--- src/rtl/core/lobe_pkg.sv ---
package lobe_pkg;

    localparam int unsigned POOL = 64;
    localparam int unsigned LEVELS = 64;
    localparam int unsigned SLOT_AW = (POOL > 1) ? $clog2(POOL) : 1;
    localparam int unsigned LEVEL_AW = (LEVELS > 1) ? $clog2(LEVELS) : 1;
    localparam int unsigned CNT_W = $clog2(POOL + 1);
    localparam int unsigned LCNT_W = $clog2(POOL + 1);
    localparam int unsigned VOL_W = 38;

    localparam logic CMD_ADD = 1'b0;
    localparam logic CMD_CANCEL = 1'b1;

    localparam logic [1:0] ST_OK = 2'd0;
    localparam logic [1:0] ST_FULL = 2'd1;
    localparam logic [1:0] ST_NOT_FOUND = 2'd2;
    localparam logic [1:0] ST_DUP = 2'd3;

    typedef struct packed {
        logic        cmd;
        logic [31:0] order_id;
        logic        buy_side;
        logic [31:0] limit_price;
        logic [31:0] quantity;
    } t_in_word;

    typedef struct packed {
        logic [1:0]       status;
        logic             bid_present;
        logic [31:0]      best_bid_price;
        logic [VOL_W-1:0] best_bid_volume;
        logic             ask_present;
        logic [31:0]      best_ask_price;
        logic [VOL_W-1:0] best_ask_volume;
        logic [6:0]       resting_count;
    } t_out_word;

    // search token handed from cell to cell along the order chain
    typedef struct packed {
        logic              hit;
        logic [SLOT_AW-1:0] hit_idx;
        logic              hit_buy;
        logic [31:0]       hit_price;
        logic [31:0]       hit_qty;
        logic              free;
        logic [SLOT_AW-1:0] free_idx;
    } t_slot_tok;

    // search token handed along a level chain
    typedef struct packed {
        logic               hit;
        logic [LEVEL_AW-1:0] hit_idx;
        logic               free;
        logic [LEVEL_AW-1:0] free_idx;
        logic               best;
        logic [31:0]        best_price;
        logic [VOL_W-1:0]   best_vol;
    } t_lvl_tok;

    // command broadcast to cells
    typedef struct packed {
        logic               wr;
        logic               clr;
        logic [SLOT_AW-1:0] idx;
        logic [31:0]        id;
        logic               buy;
        logic [31:0]        price;
        logic [31:0]        qty;
    } t_slot_cmd;

    typedef struct packed {
        logic                wr_new;
        logic                add;
        logic                sub;
        logic [LEVEL_AW-1:0] idx;
        logic [31:0]         price;
        logic [31:0]         qty;
    } t_lvl_cmd;

endpackage

--- src/rtl/core/lobe_slot_cell.sv ---
module lobe_slot_cell (
    input  logic                        i_clk,
    input  logic                        i_rst_n,
    input  logic [lobe_pkg::SLOT_AW-1:0] i_my_idx,
    input  logic [31:0]                 i_key,
    input  lobe_pkg::t_slot_cmd         i_cmd,
    input  lobe_pkg::t_slot_tok         i_tok,
    output lobe_pkg::t_slot_tok         o_tok
);
    logic        r_used;
    logic [31:0] r_id;
    logic        r_buy;
    logic [31:0] r_price;
    logic [31:0] r_qty;
    lobe_pkg::t_slot_tok n_tok;

    // merge own entry into token: first hit and first free win
    always_comb begin
        n_tok = i_tok;
        if (!i_tok.hit && r_used && r_id == i_key) begin
            n_tok.hit = 1'b1;
            n_tok.hit_idx = i_my_idx;
            n_tok.hit_buy = r_buy;
            n_tok.hit_price = r_price;
            n_tok.hit_qty = r_qty;
        end
        if (!i_tok.free && !r_used) begin
            n_tok.free = 1'b1;
            n_tok.free_idx = i_my_idx;
        end
    end

    // token register toward next cell
    always_ff @(posedge i_clk) begin
        o_tok <= n_tok;
    end

    // entry storage
    always_ff @(posedge i_clk) begin
        if (!i_rst_n) begin
            r_used <= 1'b0;
        end else if (i_cmd.idx == i_my_idx) begin
            if (i_cmd.wr) begin
                r_used <= 1'b1;
            end else if (i_cmd.clr) begin
                r_used <= 1'b0;
            end
        end
        if (i_cmd.wr && i_cmd.idx == i_my_idx) begin
            r_id <= i_cmd.id;
            r_buy <= i_cmd.buy;
            r_price <= i_cmd.price;
            r_qty <= i_cmd.qty;
        end
    end
endmodule

--- config.mk ---
export PLATFORM = sky130hd
export DESIGN_NAME = lobe_slot_cell
export DESIGN_NICKNAME = d
export VERILOG_FILES = /design/src/rtl/core/lobe_pkg.sv /design/src/rtl/core/lobe_slot_cell.sv
export SDC_FILE = /design/constraint.sdc
export NUM_CORES = 1
export LEC_CHECK = 0
export BUFFER_PORTS_ARGS = -buffer_cell sky130_fd_sc_hd__buf_2
export CORE_ASPECT_RATIO = 1.5
export CORE_MARGIN = 5
export CORE_UTILIZATION = 46
export DETAILED_ROUTE_END_ITERATION = 10
export HOLD_SLACK_MARGIN = 0.06
export PLACE_DENSITY = 0.92
export SYNTH_ARGS = -nofsm -noshare
export SYNTH_HDL_FRONTEND = slang
export SYNTH_SLANG_ARGS = --single-unit
--- constraint.sdc ---
create_clock -name i_clk -period 5.1 [get_ports i_clk]
set_input_delay 1.02 -clock i_clk [delete_from_list [all_inputs] [get_ports i_clk]]
set_output_delay 1.02 -clock i_clk [all_outputs]
set_load 0.05 [all_outputs]
# After elaboration in Yosys (flattened, before gate mapping)
# Cells that the tools add are included.
# totals
ff_bits,177
inputBits,224
out_inout_bits,79
word_cells,27
# op_classes
n_eq_ne,2
muxes,4
n_reduce_logical,9
# ops
op,count
$mux 71,1
$eq 32x32->1,1
$eq 6x6->1,1
$mux 6,1
$logic_and 1x1->1,4
$logic_not 1->1,3
$mux 1,2
$reduce_and 2->1,1
$reduce_bool 2->1,1

# Longest topological paths before layout
# depth
word_depth,4
ltp_mapped,6
depth_no_buf,5

# Least setup slack after synthesis
# No wires, ideal clock.
# synth_path
path_type,input to register
start,in i_my_idx[4] (netlist name)
end,reg r_buy (enable)
setup_ps,468
arrival_time_ps,3721
path_slack_ps,911
path_stages,4
n_path_buf,0
path_cell_list,xnor2_1 > nand4_1 > nor3_1 > and2_1
# synth_via
elab_chain_len,2
# synth_lines
item,line_no,text
"start, declared",lobe_slot_cell.sv:4,"input logic [lobe_pkg::SLOT_AW-1:0] i_my_idx,"
$eq 6x6->1,lobe_slot_cell.sv:49,if (i_cmd.wr && i_cmd.idx == i_my_idx) begin
$logic_and 1x1->1,lobe_slot_cell.sv:49,
"end signal, assigned",lobe_slot_cell.sv:51,r_buy <= i_cmd.buy;
"end, declared",lobe_slot_cell.sv:12,logic r_buy;
# Every way passes these cells.
# A chain may end at the register's enable or synchronous reset.

==> results by group <==
Logic synthesis
  – Cells after Synth: roughly 320
  – Area share of the largest cell type after synthesis: 0.470
  – Synth top cells by count: edfxtp_1 (97), dfxtp_1 (80), mux2_4 (69), xnor2_1 (32), mux2_2 (8)
  – Synth top area cells: edfxtp_1 (47%), dfxtp_1 (26%), mux2_4 (17%), xnor2_1 (4.5%), mux2_2 (1.5%)
  – Yosys warning count: 0
  – Number of flops mapped to enable cells by yosys: just under 100
  – Post-synth net total: 545
  – Cell accounting for the most synthesized area: edfxtp_1
  – Syn_area_per_cell: 19.3 um^2
  – Async set-reset flop share out of synthesis: 0
  – Syn Std Cell Area: a little over 6000 um^2
  – Sequential area share after synthesis: 0.728
  – Yosys cell types: 21
  – Most numerous cell in the Yosys netlist: edfxtp_1
  – Register bit total from synthesis: 177
  – Prevailing post-synth register cell: edfxtp_1

Cells and area
  – Total Nets Final: 862
  – Synth-to-layout area growth: 36.7%
  – Cell area after layout: 8470 um^2
  – Layout cells sized above 1: 0.637
  – Layout filler cell count: between 900 and 1,000

Worst setup path
  – Required time worst endpoint: 5.40 ns
  – Worst setup path class: input port to flop
  – Reg2Reg Launch Point: r_id[26]
  – Startpoint Class: input port
  – Worst Setup End Kind: flop
  – Flop2flop setup slack: ~2.1 ns
  – Worst-path maximum fanout: 40
  – Crit path DAT: 3.65 ns
  – Reg2reg path depth: 6
  – Reg-to-reg endpoint: o_tok[17]

Routing
  – Routed WL: 15,400 um
  – Vias: 3,842
  – Met1 Wirelength: 5400 um
  – Post-route DRC: 0
  – Routed len/inst: 18.9 um
  – First-pass DRT Iterations: 5
  – DR iter-0 viols: slightly above 90
  – Top Metal Used: met4
  – Metal2 WL: 8460 um
  – Detailed-route vias per instance: 4.71
  – Antenna Nets Post-Route: 0
  – Routed wl met3: 1030 um

STA
  – Highest clock rate: 298 MHz
  – Least-Margin Pin Slew: 0.727 ns
  – Clk_skew: 0.0112 ns
  – Worst slew margin: 0.515
  – Crit path time final: 3.35 ns
  – Hold slack: 0.437 ns
  – Final Hold Fails: 0
  – Count of final max-slew check failures: 0
  – Fin crit share: 0.658
  – Setup tns final: 0 ns
  – RSZ-0062 raised after global routing: no
  – # setup viols final: 0

Worst hold path
  – Hold Crit Start: r_used
  – Hold Crit Class: flop to flop
  – Depth of the worst hold-timing path: 1
  – Hold Path End: o_tok[6]

CTS
  – H-tree Lvls: 4
  – Clock Sinks: 177
  – Setup bufs post-CTS: 0
  – Clk_lat worst skew: about 0.41 ns
  – Clock transition at path regs: 0.06 ns
  – CTS tree: built
  – Post-CTS Resized: 0
  – Hold-fix buffers, CTS: 0
  – CTS buffer count: 17
  – Deepest clock path buffer count: 2
  – Root buf cell: clkbuf_16

Global routing
  – Total track usage: 0.188
  – Initial antenna violation count: 2
  – First-pass GRT wire length: about 23,000 um
  – Largest net degree at the start of global routing: ~40
  – Number of global-route vias before repair: 4,352
  – Grt ovf: 0

Placement
  – Final HPWL DP: roughly 12,000 um
  – Port Buffers: about 300
  – GPL Wtd Cong: 0.828
  – Post-Place Cell Area: 7860 um^2

Outcome
  – Status: finished clean

Power and ir drop
  – Worst vdd ir: 0.000262 V
  – Pwr per Cell Area: about 380 nW/um^2
  – Lkg Pwr: between 0.003 and 0.004 uW

Floorplanning
  – Chip width: 105 um
  – I/O Pins: slightly above 300
  – Area of the die: 15,900 um^2
  – Starting Density: 0.465
  – Core region area: 13,300 um^2
  – Core Rows: 52
  – Chip height: 152 um

Flow run
  – Max-cap violations: 0
## worst max-delay path by stage
stage / endpoint / slack [ns] / start
detailed placement: o_tok[8] / 1.29 / i_key[26]
CTS: o_tok[24] / 1.75 / i_key[26]
global placement: o_tok[19] / 1.39 / i_key[26]
finish: o_tok[17] / 1.75 / i_key[26]
floorplan: r_buy / 0.91 / i_my_idx[4]
global route: o_tok[16] / 1.65 / i_key[26]
## cells by family after synthesis
kind of cell,synth area share
DFF,0.728
and+or+nand+nor,0.0190
xor gates and xnor gates,0.0523
AOI/OAI and AO/OA,0.00464
muxes,0.182
buffers and inverters,0.0139
## power breakdown
part | internal (uW) | switching, uW | leakage (uW)
Combinational | 135 | 193 | 0.00202
Sequential | 1550 | 11.8 | 0.00155
Clock | 777 | 545 | 0.000302
## final cells by class
cell class	instances	area [um^2]	share of cell area
Clock inverter	12	144	0.0170
Multi-Input combinational cell	135	1600	0.189
Clock buffer	20	468	0.0552
Timing Repair Buffer	305	1530	0.181
Inverter	2	7.51	0.000886
Tap cell	162	203	0.0239
Sequential cell	177	4510	0.533
Antenna cell	2	5.00	0.000591
## worst max-delay path, cell delays in order
cell and delay, ns:
buf_2 0.11, xor2_1 0.16, a2111o_1 0.39, nor4_2 0.37, nand3_4 0.55, buf_4 0.58, mux2_4 0.38
## placed cells by master, fill, tap and decap left out, types with 5 or more instances in the layout
cell type	n
mux2_2	8
dfxtp_1	80
buf_2	302
mux2_4	69
xor2_1	5
xnor2_1	32
edfxtp_1	97
nand4_1	7
clkbuf_16	18
## per-stage QoR
stage	utilization	instances	setup slack [ns]	total power, uW
final	0.635	815	1.75	3210
after global routing	0.635	815	1.65	3320
after CTS	0.635	813	1.75	3240
after detailed placement	0.589	781	1.29	1920
after global placement	0.589	781	1.39	1910
after floorplan	-	321	0.911	1780
## state kept, by name, indices dropped and copies added, names as in the netlist
name,count
r_buy,1
r_qty,32
r_used,1
r_price,32
o_tok,79
r_id,32
## routing by layer
metal | vias up | global-route usage
met2 | 190 | 0.337
met4 | 0 | 0.0932
met3 | 34 | 0.0568
met5 | - | 0
li1 | 1810 | -
met1 | 1808 | 0.198
No activity file was read; power rests on OpenSTA's default activity.
