[src/rtl/core/lobe_pkg.sv]
package lobe_pkg;

    localparam int unsigned POOL = 64;
    localparam int unsigned LEVELS = 64;
    localparam int unsigned SLOT_AW = (POOL > 1) ? $clog2(POOL) : 1;
    localparam int unsigned LEVEL_AW = (LEVELS > 1) ? $clog2(LEVELS) : 1;
    localparam int unsigned CNT_W = $clog2(POOL + 1);
    localparam int unsigned LCNT_W = $clog2(POOL + 1);
    localparam int unsigned VOL_W = 38;

    localparam logic CMD_ADD = 1'b0;
    localparam logic CMD_CANCEL = 1'b1;

    localparam logic [1:0] ST_OK = 2'd0;
    localparam logic [1:0] ST_FULL = 2'd1;
    localparam logic [1:0] ST_NOT_FOUND = 2'd2;
    localparam logic [1:0] ST_DUP = 2'd3;

    typedef struct packed {
        logic        cmd;
        logic [31:0] order_id;
        logic        buy_side;
        logic [31:0] limit_price;
        logic [31:0] quantity;
    } t_in_word;

    typedef struct packed {
        logic [1:0]       status;
        logic             bid_present;
        logic [31:0]      best_bid_price;
        logic [VOL_W-1:0] best_bid_volume;
        logic             ask_present;
        logic [31:0]      best_ask_price;
        logic [VOL_W-1:0] best_ask_volume;
        logic [6:0]       resting_count;
    } t_out_word;

    // search token handed from cell to cell along the order chain
    typedef struct packed {
        logic              hit;
        logic [SLOT_AW-1:0] hit_idx;
        logic              hit_buy;
        logic [31:0]       hit_price;
        logic [31:0]       hit_qty;
        logic              free;
        logic [SLOT_AW-1:0] free_idx;
    } t_slot_tok;

    // search token handed along a level chain
    typedef struct packed {
        logic               hit;
        logic [LEVEL_AW-1:0] hit_idx;
        logic               free;
        logic [LEVEL_AW-1:0] free_idx;
        logic               best;
        logic [31:0]        best_price;
        logic [VOL_W-1:0]   best_vol;
    } t_lvl_tok;

    // command broadcast to cells
    typedef struct packed {
        logic               wr;
        logic               clr;
        logic [SLOT_AW-1:0] idx;
        logic [31:0]        id;
        logic               buy;
        logic [31:0]        price;
        logic [31:0]        qty;
    } t_slot_cmd;

    typedef struct packed {
        logic                wr_new;
        logic                add;
        logic                sub;
        logic [LEVEL_AW-1:0] idx;
        logic [31:0]         price;
        logic [31:0]         qty;
    } t_lvl_cmd;

endpackage

[src/rtl/core/lobe_level_cell.sv]
module lobe_level_cell (
    input  logic                         i_clk,
    input  logic                         i_rst_n,
    input  logic                         i_is_bid,
    input  logic [lobe_pkg::LEVEL_AW-1:0] i_my_idx,
    input  logic [31:0]                  i_key,
    input  lobe_pkg::t_lvl_cmd           i_cmd,
    input  lobe_pkg::t_lvl_tok           i_tok,
    output lobe_pkg::t_lvl_tok           o_tok
);
    logic                              r_used;
    logic [31:0]                       r_price;
    logic [lobe_pkg::VOL_W-1:0]        r_vol;
    logic [lobe_pkg::LCNT_W-1:0]       r_orders;
    lobe_pkg::t_lvl_tok                n_tok;
    logic                              sel;
    logic                              better;

    assign sel = (i_cmd.idx == i_my_idx);
    assign better = i_is_bid ? (r_price > i_tok.best_price) : (r_price < i_tok.best_price);

    // merge own level into token
    always_comb begin
        n_tok = i_tok;
        if (!i_tok.hit && r_used && r_price == i_key) begin
            n_tok.hit = 1'b1;
            n_tok.hit_idx = i_my_idx;
        end
        if (!i_tok.free && !r_used) begin
            n_tok.free = 1'b1;
            n_tok.free_idx = i_my_idx;
        end
        if (r_used && (!i_tok.best || better)) begin
            n_tok.best = 1'b1;
            n_tok.best_price = r_price;
            n_tok.best_vol = r_vol;
        end
    end

    always_ff @(posedge i_clk) begin
        o_tok <= n_tok;
    end

    // level update
    always_ff @(posedge i_clk) begin
        if (!i_rst_n) begin
            r_used <= 1'b0;
        end else if (sel && i_cmd.wr_new) begin
            r_used <= 1'b1;
        end else if (sel && i_cmd.sub && r_orders <= lobe_pkg::LCNT_W'(1)) begin
            r_used <= 1'b0;
        end
        if (sel && i_cmd.wr_new) begin
            r_price <= i_cmd.price;
            r_vol <= lobe_pkg::VOL_W'(i_cmd.qty);
            r_orders <= lobe_pkg::LCNT_W'(1);
        end else if (sel && i_cmd.add) begin
            r_vol <= r_vol + lobe_pkg::VOL_W'(i_cmd.qty);
            r_orders <= r_orders + lobe_pkg::LCNT_W'(1);
        end else if (sel && i_cmd.sub) begin
            r_vol <= r_vol - lobe_pkg::VOL_W'(i_cmd.qty);
            if (r_orders != '0) begin
                r_orders <= r_orders - lobe_pkg::LCNT_W'(1);
            end
        end
    end
endmodule

[config.mk]
export PLATFORM = sky130hd
export DESIGN_NAME = lobe_level_cell
export DESIGN_NICKNAME = d
export VERILOG_FILES = /design/src/rtl/core/lobe_pkg.sv /design/src/rtl/core/lobe_level_cell.sv
export SDC_FILE = /design/constraint.sdc
export NUM_CORES = 1
export LEC_CHECK = 0
export ABC_CLOCK_PERIOD_IN_PS = 8200
export CAP_MARGIN = 10
export CORE_MARGIN = 2
export CORE_UTILIZATION = 49
export CTS_CLUSTER_DIAMETER = 100
export DETAILED_ROUTE_END_ITERATION = 7
export DONT_BUFFER_PORTS = 1
export PLACE_DENSITY = 0.7
export SYNTH_ARGS = -nofsm -noshare
export SYNTH_HDL_FRONTEND = slang
export SYNTH_SLANG_ARGS = --single-unit
[constraint.sdc]
create_clock -name i_clk -period 8.2 [get_ports i_clk]
set_input_delay 0 -clock i_clk [delete_from_list [all_inputs] [get_ports i_clk]]
set_output_delay 0 -clock i_clk [all_outputs]
set_load 0.01 [all_outputs]
== Yosys cells after proc, flatten, opt, wreduce, memory -nomap -nowiden ==
Cells that the tools add are included.
Operators by class
  add/subtract/negate cells: 4
  magnitude comparators: 3
  equal/unequal tests: 2
  multiplexer cells: 12
  reduce and logical (&&, ||, !) cells: 19
Operators by type and width (number)
  $mux 38: 2
  $mux 70: 1
  $add 38x32->38: 1
  $sub 38x32->38: 1
  $eq 32x32->1: 1
  $gt 32x32->1: 1
  $lt 32x32->1: 1
  $mux 32: 1
  $mux 7: 3
  $mux 6: 2
  $logic_and 1x1->1: 8
  $add 7x1->7 const B: 1
  $le 7x1->1 const B: 1
  $reduce_bool 7->1: 1
  $sub 7x1->7 const B: 1
  $eq 6x6->1: 1
  $reduce_bool 2->1: 3
  $logic_not 1->1: 4
  $mux 1: 3
  $reduce_bool 3->1: 1
  $reduce_and 2->1: 1
  $logic_or 1x1->1: 1
Storage, ports and cells
  bits in registers: 163
  output and inout port bits: 85

== Depth between registers and ports, before layout ==
Gate-level depths: netlist (run 1).
  word-level depth: 5
  depth in mapped cells: 18
  gate-level depth less buffers: 17

== Worst setup path before layout (run 1) ==
OpenSTA, ideal clock, no wires.
  path kind: input to register
  start: input i_cmd[65] in the netlist's numbering
  end: register r_vol[28] in the netlist's numbering, data pin
  setup time: 267 ps
  arrival time: 3512 ps
  path slack: 4421 ps
  stages: 18
  cell sequence: xnor2_1 > nand4_1 > nor3_1 > and2_1 > clkbuf_1 > clkbuf_1 > a21oi_1 > xor2_1 > ha_1 > and2_1 > a221oi_1 > a21boi_1 > o31ai_1 > o21ai_1 > a21oi_1 > o21ai_0 > xnor2_1 > o21ai_0
Between the ends
  cells in the longest elaborated chain, start to end: 4
Ends and longest elaborated chain
  start: declaration: RTL line lobe_level_cell.sv:7  | input lobe_pkg::t_lvl_cmd i_cmd,
  $eq 6x6->1 *: RTL line lobe_level_cell.sv:19  | assign sel = (i_cmd.idx == i_my_idx);
  $logic_and 1x1->1: RTL line lobe_level_cell.sv:57  | end else if (sel && i_cmd.add) begin
  $mux 38: RTL line lobe_level_cell.sv:57
  $mux 32 *: RTL line lobe_level_cell.sv:53  | if (sel && i_cmd.wr_new) begin
  end signal: assignment: RTL line lobe_level_cell.sv:55  | r_vol <= lobe_pkg::VOL_W'(i_cmd.qty);
  end signal: assignment: RTL line lobe_level_cell.sv:58  | r_vol <= r_vol + lobe_pkg::VOL_W'(i_cmd.qty);
  end signal: assignment: RTL line lobe_level_cell.sv:61  | r_vol <= r_vol - lobe_pkg::VOL_W'(i_cmd.qty);
  end: declaration: RTL line lobe_level_cell.sv:13  | logic [lobe_pkg::VOL_W-1:0] r_vol;
Mark *: on every way between the ends. The rest lies on a longest branch, timed or not.
A chain may end at the register's enable or synchronous reset.

== Worst setup path in the final report (run 1) ==
  start: input i_my_idx[5] in the netlist's numbering
  end: register r_vol[34] in the netlist's numbering
Between the ends
  cells in the longest elaborated chain, start to end: 3
Ends and longest elaborated chain
  start: declaration: RTL line lobe_level_cell.sv:5  | input logic [lobe_pkg::LEVEL_AW-1:0] i_my_idx,
  $eq 6x6->1 *: RTL line lobe_level_cell.sv:19
  $logic_and 1x1->1, on equally long branches: RTL line lobe_level_cell.sv:57, lobe_level_cell.sv:60
  $mux 38 / $reduce_bool 2->1 (equally long branches)
Marks and branches as above.

==> results.toml, run 1 <==
[yosys]
count_of_flip_flops_with_a_built_in_enable_after_synthesis = 64
syn-cell-area_sq_um = 9485
synth_sequential_area_ratio = 0.4116
post_synth_main_area_contributors = "sky130_fd_sc_hd__dfxtp_1 21%, sky130_fd_sc_hd__edfxtp_1 20%, sky130_fd_sc_hd__ha_1 10%"
complex_gate_fraction_of_the_synthesized_area = 0.1469
synth-seq-cells = 163
yosysWarnings = 0
synth-async-reset-ratio = 0
net_count_after_synthesis = 1206
netlist.area_leader.share = 0.2089
netlist-cell-type-count = 59
post_synth_inst_count = 930
synth-adder-area-share = 0.1024
avgSynthCellArea_sq_um = 10.20
mux_cell_area_share_after_synthesis = 0.09735
commonest_register_cell_after_synthesis = "sky130_fd_sc_hd__dfxtp_1"
synth-simple-area-share = 0.1074
synth_top_family_by_area = "compound AO/OA/AOI/OAI gates"
xor_and_xnor_fraction_of_the_mapped_netlist_area = 0.09880
synth_largest_area_cell = "sky130_fd_sc_hd__dfxtp_1"

[setup_path]
critPathArrivalTime_ps = 5200
critical_path_peak_fanout = 28
worst_setup_path_start_kind = "input pin"
crit_type = "input pin to register"
required_ps = 8570
end_kind = "register"

[clocking]
cts_tree = "yes"
cts_root_buffer = "sky130_fd_sc_hd__clkbuf_16"
cts_inserted_buffers = 17
clk_transition_reported_paths_ps = 70
clock_sink_count = 163
cts_max_level = 4
worst_case_clock_buffer_depth = 2
clock_latency_on_the_worst_skew_pair_ps = 440
postCtsSetupBuffers = 0

[power_and_ir_drop]
max-vdd-ir-drop_v = 0.0001374
p_per_area_nw_per_um2 = 182.9
power.clock.fraction = 0.355
power_report.internal_total_mw = 1.542
static-leakage-power_nw = 4.832
fraction_of_power_consumed_by_sequential_logic = 0.441
finalPower_mw = 2.183
pwr-share-comb = 0.204
net-switching-power_uw = 641.2
power.switching_fraction = 0.2938

[global_route]
grt_max_degree = 63
grt_util_all_layers = 0.2632
gr-total-overflow = 0
grt_antenna_before_repair = 0
grt_pass1_wl_microns = 41370
number_of_global_route_vias_before_repair = 7940

[finish]
synthToLayoutAreaGrowth_pct = 25.81
final_cell_mix = "165 x sky130_fd_sc_hd__dlygate4sd3_1, 99 x sky130_fd_sc_hd__dfxtp_1, 82 x sky130_fd_sc_hd__a21oi_1"
most_common_cell_after_layout_fill_and_taps_aside = "sky130_fd_sc_hd__dlygate4sd3_1"
insertedDiodeCount = 0
final_layout_size_suffix_gt1_frac = 0.07921
final.fill_count = 1462
finish.net_count = 1374
post-route-util = 0.6338
layout.cell_area.non_filler_sq_um = 11930

[route]
remaining_drc_errors = 0
vias_per_instance = 5.635
dr_pass1_iterations = 4
route.vias.total = 7725
avgRoutedWirePerCell_microns = 19.99
ant_nets = 0
wl_microns = 27410
first_iter_violations = 378

[timing]
rsz0062_at_grt = "no"
worst_slew_pin_slew_ps = 1020
timing.hold.ws_ps = 86.47
ratio_of_final_minimum_period_to_clock_period = 0.5880
timing.slew.headroom = 0.3184
max_freq_mhz = 207.4
setup_violations = 0
setup-tns-final_ps = 0
finalHoldViolCount = 0
finClkSkew_ps = 16.94
final_period_minus_worst_setup_slack_ps = 4821
finalMaxSlewViolations = 0

[die]
die_w_microns = 143.1
floorplan.initialDensity = 0.5037
core_area_sq_um = 18830
ioPinCount = 284
core.rowCount = 50
die-height_microns = 143.1
die_area_sq_um = 20490

[run]
timing.max_cap.violations = 0

[worst_hold_path]
worstHoldPathType = "input pin to register"

[placed_design]
routabilityCongestion = 0.9396
post-dp-hpwl_microns = 18630
dp_area_sq_um = 9717
place.port_buffers = 0

[run_status]
run_status = "finished, final reports clean"
==> routing by layer <==
metal,routed length (microns),vias up,track usage
met5,0,-,0
met4,815,0,0.1021
met3,2323,60,0.07981
met2,13350,337,0.4553
met1,10920,3613,0.3051
li1,-,3715,-
==> path summary, 6_finish.rpt <==
kind | cells past startpoint | endpoint | slack, ps | startpoint
worst max register to register | 11 | r_vol[34] | 4390 | r_vol[4]
worst min register to register | 1 | o_tok[37] | 480 | r_vol[37]
worst max-delay path | 17 | r_vol[34] | 3380 | i_my_idx[5]
worst min-delay path | 5 | r_orders[0] | 90 | i_cmd[70]
==> per-stage QoR <==
step | setup WS, ps | instances
6_report | 3379 | 1371
3_3_place_gp | 3618 | 1174
2_1_floorplan | 4421 | 930
5_1_grt | 2932 | 1371
4_1_cts | 3469 | 1371
3_5_place_dp | 3398 | 1174
==> logic make-up after synthesis <==
kind of cell               Yosys count
xor gates and xnor gates           107
and+or+nand+nor                    203
DFF                                163
buffers and inverters               76
adders and majority gates           77
AOI/OAI and AO/OA                  222
muxes                               82
==> area by class of cell <==
class                      count  area, sq um  area share
tap                          260        325.3     0.02726
clock buffer                  18        429.2     0.03596
sequential                   163         3904      0.3271
multi-input combinational    691         5244      0.4394
timing repair buffer         170         1689      0.1415
inverter                      55        206.4     0.01730
clock inverter                14        136.4     0.01143
==> flip-flops by register name (all words and copies together) (netlist names) <==
signal and flops:
o_tok 85, r_orders 7, r_price 32, r_used 1
r_vol 38
==> Yosys cell counts (4+ instances only) <==
library cell                n
sky130_fd_sc_hd__buf_6      7
sky130_fd_sc_hd__and2_1     7
sky130_fd_sc_hd__xnor2_1   72
sky130_fd_sc_hd__clkbuf_1  12
sky130_fd_sc_hd__ha_1      76
sky130_fd_sc_hd__a21o_1    32
sky130_fd_sc_hd__nor2b_1    7
sky130_fd_sc_hd__nor4_1     7
sky130_fd_sc_hd__o21bai_1   7
sky130_fd_sc_hd__nand2b_1   8
sky130_fd_sc_hd__xor2_1    35
sky130_fd_sc_hd__a31oi_1    9
sky130_fd_sc_hd__nor3_1    10
sky130_fd_sc_hd__o21a_1     5
sky130_fd_sc_hd__edfxtp_1  64
sky130_fd_sc_hd__nand2_1   54
sky130_fd_sc_hd__and4_1     4
sky130_fd_sc_hd__mux2_1    39
sky130_fd_sc_hd__mux2_2    43
sky130_fd_sc_hd__nand4_1   24
sky130_fd_sc_hd__nor2_1    55
sky130_fd_sc_hd__a21oi_1   82
sky130_fd_sc_hd__nand3_1    6
sky130_fd_sc_hd__o31ai_1   10
sky130_fd_sc_hd__o21ai_0   48
sky130_fd_sc_hd__or3_1      4
sky130_fd_sc_hd__dfxtp_1   99
sky130_fd_sc_hd__inv_1     55
==> critical path: stages <==
cell and delay, ps:
sky130_fd_sc_hd__xnor2_1 180, sky130_fd_sc_hd__nand4_1 120, sky130_fd_sc_hd__nor3_1 580, sky130_fd_sc_hd__nand2_1 800
sky130_fd_sc_hd__o21ai_0 530, sky130_fd_sc_hd__inv_1 110, sky130_fd_sc_hd__fa_1 430, sky130_fd_sc_hd__nor2b_1 180
sky130_fd_sc_hd__o211ai_1 110, sky130_fd_sc_hd__a21boi_1 200, sky130_fd_sc_hd__o31ai_1 130, sky130_fd_sc_hd__o21ai_1 350
sky130_fd_sc_hd__a21oi_1 290, sky130_fd_sc_hd__o21ai_0 300, sky130_fd_sc_hd__xnor2_1 90, sky130_fd_sc_hd__o31ai_1 180
sky130_fd_sc_hd__dlygate4sd3_1 570
==> power groups by stage <==
stage	combinational (mW)	clock [mW]	sequential (mW)
4_1_cts	0.438	0.788	0.963
6_report	0.445	0.774	0.963
3_3_place_gp	0.363	0	0.981
2_1_floorplan	0.308	0	0.966
3_5_place_dp	0.367	0	0.982
5_1_grt	0.497	0.824	0.970
==> repair_timing <==
item,CTS,global route
hold buffers,165,0
hold endpoints to repair,156,0
resized for setup,0,0
Note: power is estimated with default switching activity, not from simulation.
==> inputs of run 2 (changes only) <==
ABC_AREA = 1   (was not set)
ABC_CLOCK_PERIOD_IN_PS = 4800   (was 8200)
clock period = 4.8 ns   (was 8.2 ns; I/O delays follow)
==> results.toml, run 2 <==
[setup_path]
required_ps = 4970
critPathArrivalTime_ps = 3680
critical_path_peak_fanout = 5
worst_setup_path_start_kind = "input pin"
crit_type = "input pin to register"
end_kind = "register"

[yosys]
avgSynthCellArea_sq_um = 7.130
synth-async-reset-ratio = 0
synth-simple-area-share = 0.3016
synth_sequential_area_ratio = 0.3657
count_of_flip_flops_with_a_built_in_enable_after_synthesis = 64
xor_and_xnor_fraction_of_the_mapped_netlist_area = 0.05169
mux_cell_area_share_after_synthesis = 0
post_synth_main_area_contributors = "sky130_fd_sc_hd__dfxtp_1 19%, sky130_fd_sc_hd__edfxtp_1 18%, sky130_fd_sc_hd__nand2_1 16%"
syn-cell-area_sq_um = 10670
synth-seq-cells = 163
commonest_register_cell_after_synthesis = "sky130_fd_sc_hd__dfxtp_1"
net_count_after_synthesis = 1773
yosysWarnings = 0
netlist.area_leader.share = 0.1857
synth-adder-area-share = 0.09096
synth_largest_area_cell = "sky130_fd_sc_hd__dfxtp_1"
synth_commonest_cells = "445 x sky130_fd_sc_hd__nand2_1, 198 x sky130_fd_sc_hd__inv_1, 129 x sky130_fd_sc_hd__nand3_1"
netlist-cell-type-count = 43
complex_gate_fraction_of_the_synthesized_area = 0.1003
yosysMostFrequentCell = "sky130_fd_sc_hd__nand2_1"
synth_top_family_by_area = "simple AND/OR/NAND/NOR gates"
post_synth_inst_count = 1497

[route]
ant_nets = 0
wl_microns = 36540
remaining_drc_errors = 0
dr_pass1_iterations = 7
first_iter_violations = 742
avgRoutedWirePerCell_microns = 18.88
vias_per_instance = 5.474
route.vias.total = 10592

[global_route]
grt_util_all_layers = 0.3095
grt_pass1_wl_microns = 54060
grt_max_degree = 72
grt_antenna_before_repair = 0
gr-total-overflow = 0
number_of_global_route_vias_before_repair = 10411

[timing]
finClkSkew_ps = 12.30
setup_violations = 0
finalHoldViolCount = 0
setup-tns-final_ps = 0
worst_slew_pin_slew_ps = 822.2
finalMaxSlewViolations = 0
rsz0062_at_grt = "no"
ratio_of_final_minimum_period_to_clock_period = 0.7315
timing.slew.headroom = 0.4519
final_period_minus_worst_setup_slack_ps = 3511
max_freq_mhz = 284.8

[die]
ioPinCount = 284
core.rowCount = 53
core_area_sq_um = 21220
die-height_microns = 151.6
die_w_microns = 151.6
floorplan.initialDensity = 0.5030
die_area_sq_um = 22980

[finish]
final_cell_mix = "445 x sky130_fd_sc_hd__nand2_1, 197 x sky130_fd_sc_hd__inv_1, 162 x sky130_fd_sc_hd__dlygate4sd3_1"
insertedDiodeCount = 0
top_register = "o_tok"
final_layout_size_suffix_gt1_frac = 0.03855
post-route-util = 0.6167
largest_reg_flops = 85
finish.net_count = 1923
synthToLayoutAreaGrowth_pct = 22.60
most_common_cell_after_layout_fill_and_taps_aside = "sky130_fd_sc_hd__nand2_1"
final.fill_count = 1910
largest_registers = "o_tok: 85 flops, r_vol: 38 flops, r_price: 32 flops"

[clocking]
post_cts_resize_count = 0
cts_tree = "yes"
cts_root_buffer = "sky130_fd_sc_hd__clkbuf_16"
cts_max_level = 4
clock_sink_count = 163
clk_transition_reported_paths_ps = 80
cts_inserted_buffers = 17
worst_case_clock_buffer_depth = 2
clock_latency_on_the_worst_skew_pair_ps = 440

[worst_hold_path]
worstHoldPathType = "input pin to register"

[placed_design]
place.port_buffers = 0
routabilityCongestion = 0.9544
post-dp-hpwl_microns = 26030

[run]
timing.max_cap.violations = 0

[power_and_ir_drop]
max-vdd-ir-drop_v = 0.0002103
p_per_area_nw_per_um2 = 311.2
static-leakage-power_nw = 6.335

[run_status]
run_status = "finished, final reports clean"
run 2: changes by cell type after synthesis, sizes merged, moves of 23 or more:
| cell | change |
|---|---|
| nand2 | +395 |
| nor2 | +71 |
| inv | +143 |
| a21o | -30 |
| nand3 | +126 |
| o21ai | +23 |
| xnor2 | -60 |
| mux2 | -82 |
run 2: worst max-delay path: stages:
cell and delay, ps:
sky130_fd_sc_hd__dlygate4sd3_1 560, sky130_fd_sc_hd__inv_1 100, sky130_fd_sc_hd__ha_1 180, sky130_fd_sc_hd__nand3_1 150, sky130_fd_sc_hd__nor2_2 260, sky130_fd_sc_hd__nand3_2 170, sky130_fd_sc_hd__nor2_1 170, sky130_fd_sc_hd__nand2_1 130
sky130_fd_sc_hd__nor4_4 260, sky130_fd_sc_hd__nand3b_1 170, sky130_fd_sc_hd__nand2_1 70, sky130_fd_sc_hd__ha_1 350, sky130_fd_sc_hd__a21o_1 240, sky130_fd_sc_hd__nor2_1 150, sky130_fd_sc_hd__o21ai_0 170, sky130_fd_sc_hd__a21oi_1 250
sky130_fd_sc_hd__nand3_1 110, sky130_fd_sc_hd__nand3_1 90, sky130_fd_sc_hd__o21ai_0 90
run 2: kinds of logic after synthesis:
family,count (synthesis)
AO/OA/AOI/OAI,195
XOR/XNOR,63
adder cells (fa/ha/maj),77
buffers and inverters,236
flip-flops,163
AND/OR/NAND/NOR,763
run 2: path summary, 6_finish.rpt:
kind                                 from           to  slack [ps]  cells after the start
worst max-delay path             i_cmd[0]    r_vol[27]        1290                     19
worst min-delay path            i_cmd[70]  r_orders[1]          30                      6
worst max register to register     r_used    o_tok[79]        1910                     10
worst min register to register  r_vol[35]    r_vol[35]         480                      2
run 2: repair_timing:
item | in CTS | in global routing
setup endpoints to repair | 0 | 0
hold buffers | 162 | 0
buffers inserted | 0 | 0
endpoints found under the hold margin | 150 | 0
run 2: power breakdown:
part	leakage, nW	total, mW	internal [mW]	switching [mW]
Combinational	4.62	0.993	0.409	0.585
Sequential	1.41	1.66	1.55	0.106
Clock	0.299	1.42	0.710	0.708
Total	6.33	4.07	2.67	1.40
run 2: final cells by class:
class,instances,area (sq um),share of cell area
Inverter,198,743.2,0.05679
Sequential cell,163,3905,0.2984
Clock buffer,17,425.4,0.03251
Timing Repair Buffer,169,1674,0.1279
Clock inverter,15,181.4,0.01386
Tap cell,275,344.1,0.02629
Multi-Input combinational cell,1098,5813,0.4442
run 2: metal layers:
metal	track usage	up-vias	routed length, microns
li1	-	5157	-
met1	0.3537	4836	14180
met2	0.5606	507	17810
met3	0.06886	92	3217
met4	0.1218	0	1334
met5	0	-	0
run 2: metrics by stage:
stage	total power, mW	std cells	cell area (sq um)	setup slack [ps]	hold WS (ps)
after floorplan	2.342	1497	10670	2092	91.92
after global placement	2.525	1741	10860	1373	97.89
after detailed placement	2.543	1741	10860	1306	98.92
after CTS	4.065	1935	13090	1339	41.24
after global routing	4.283	1935	13090	990.1	78.87
final	4.072	1935	13090	1289	30.68
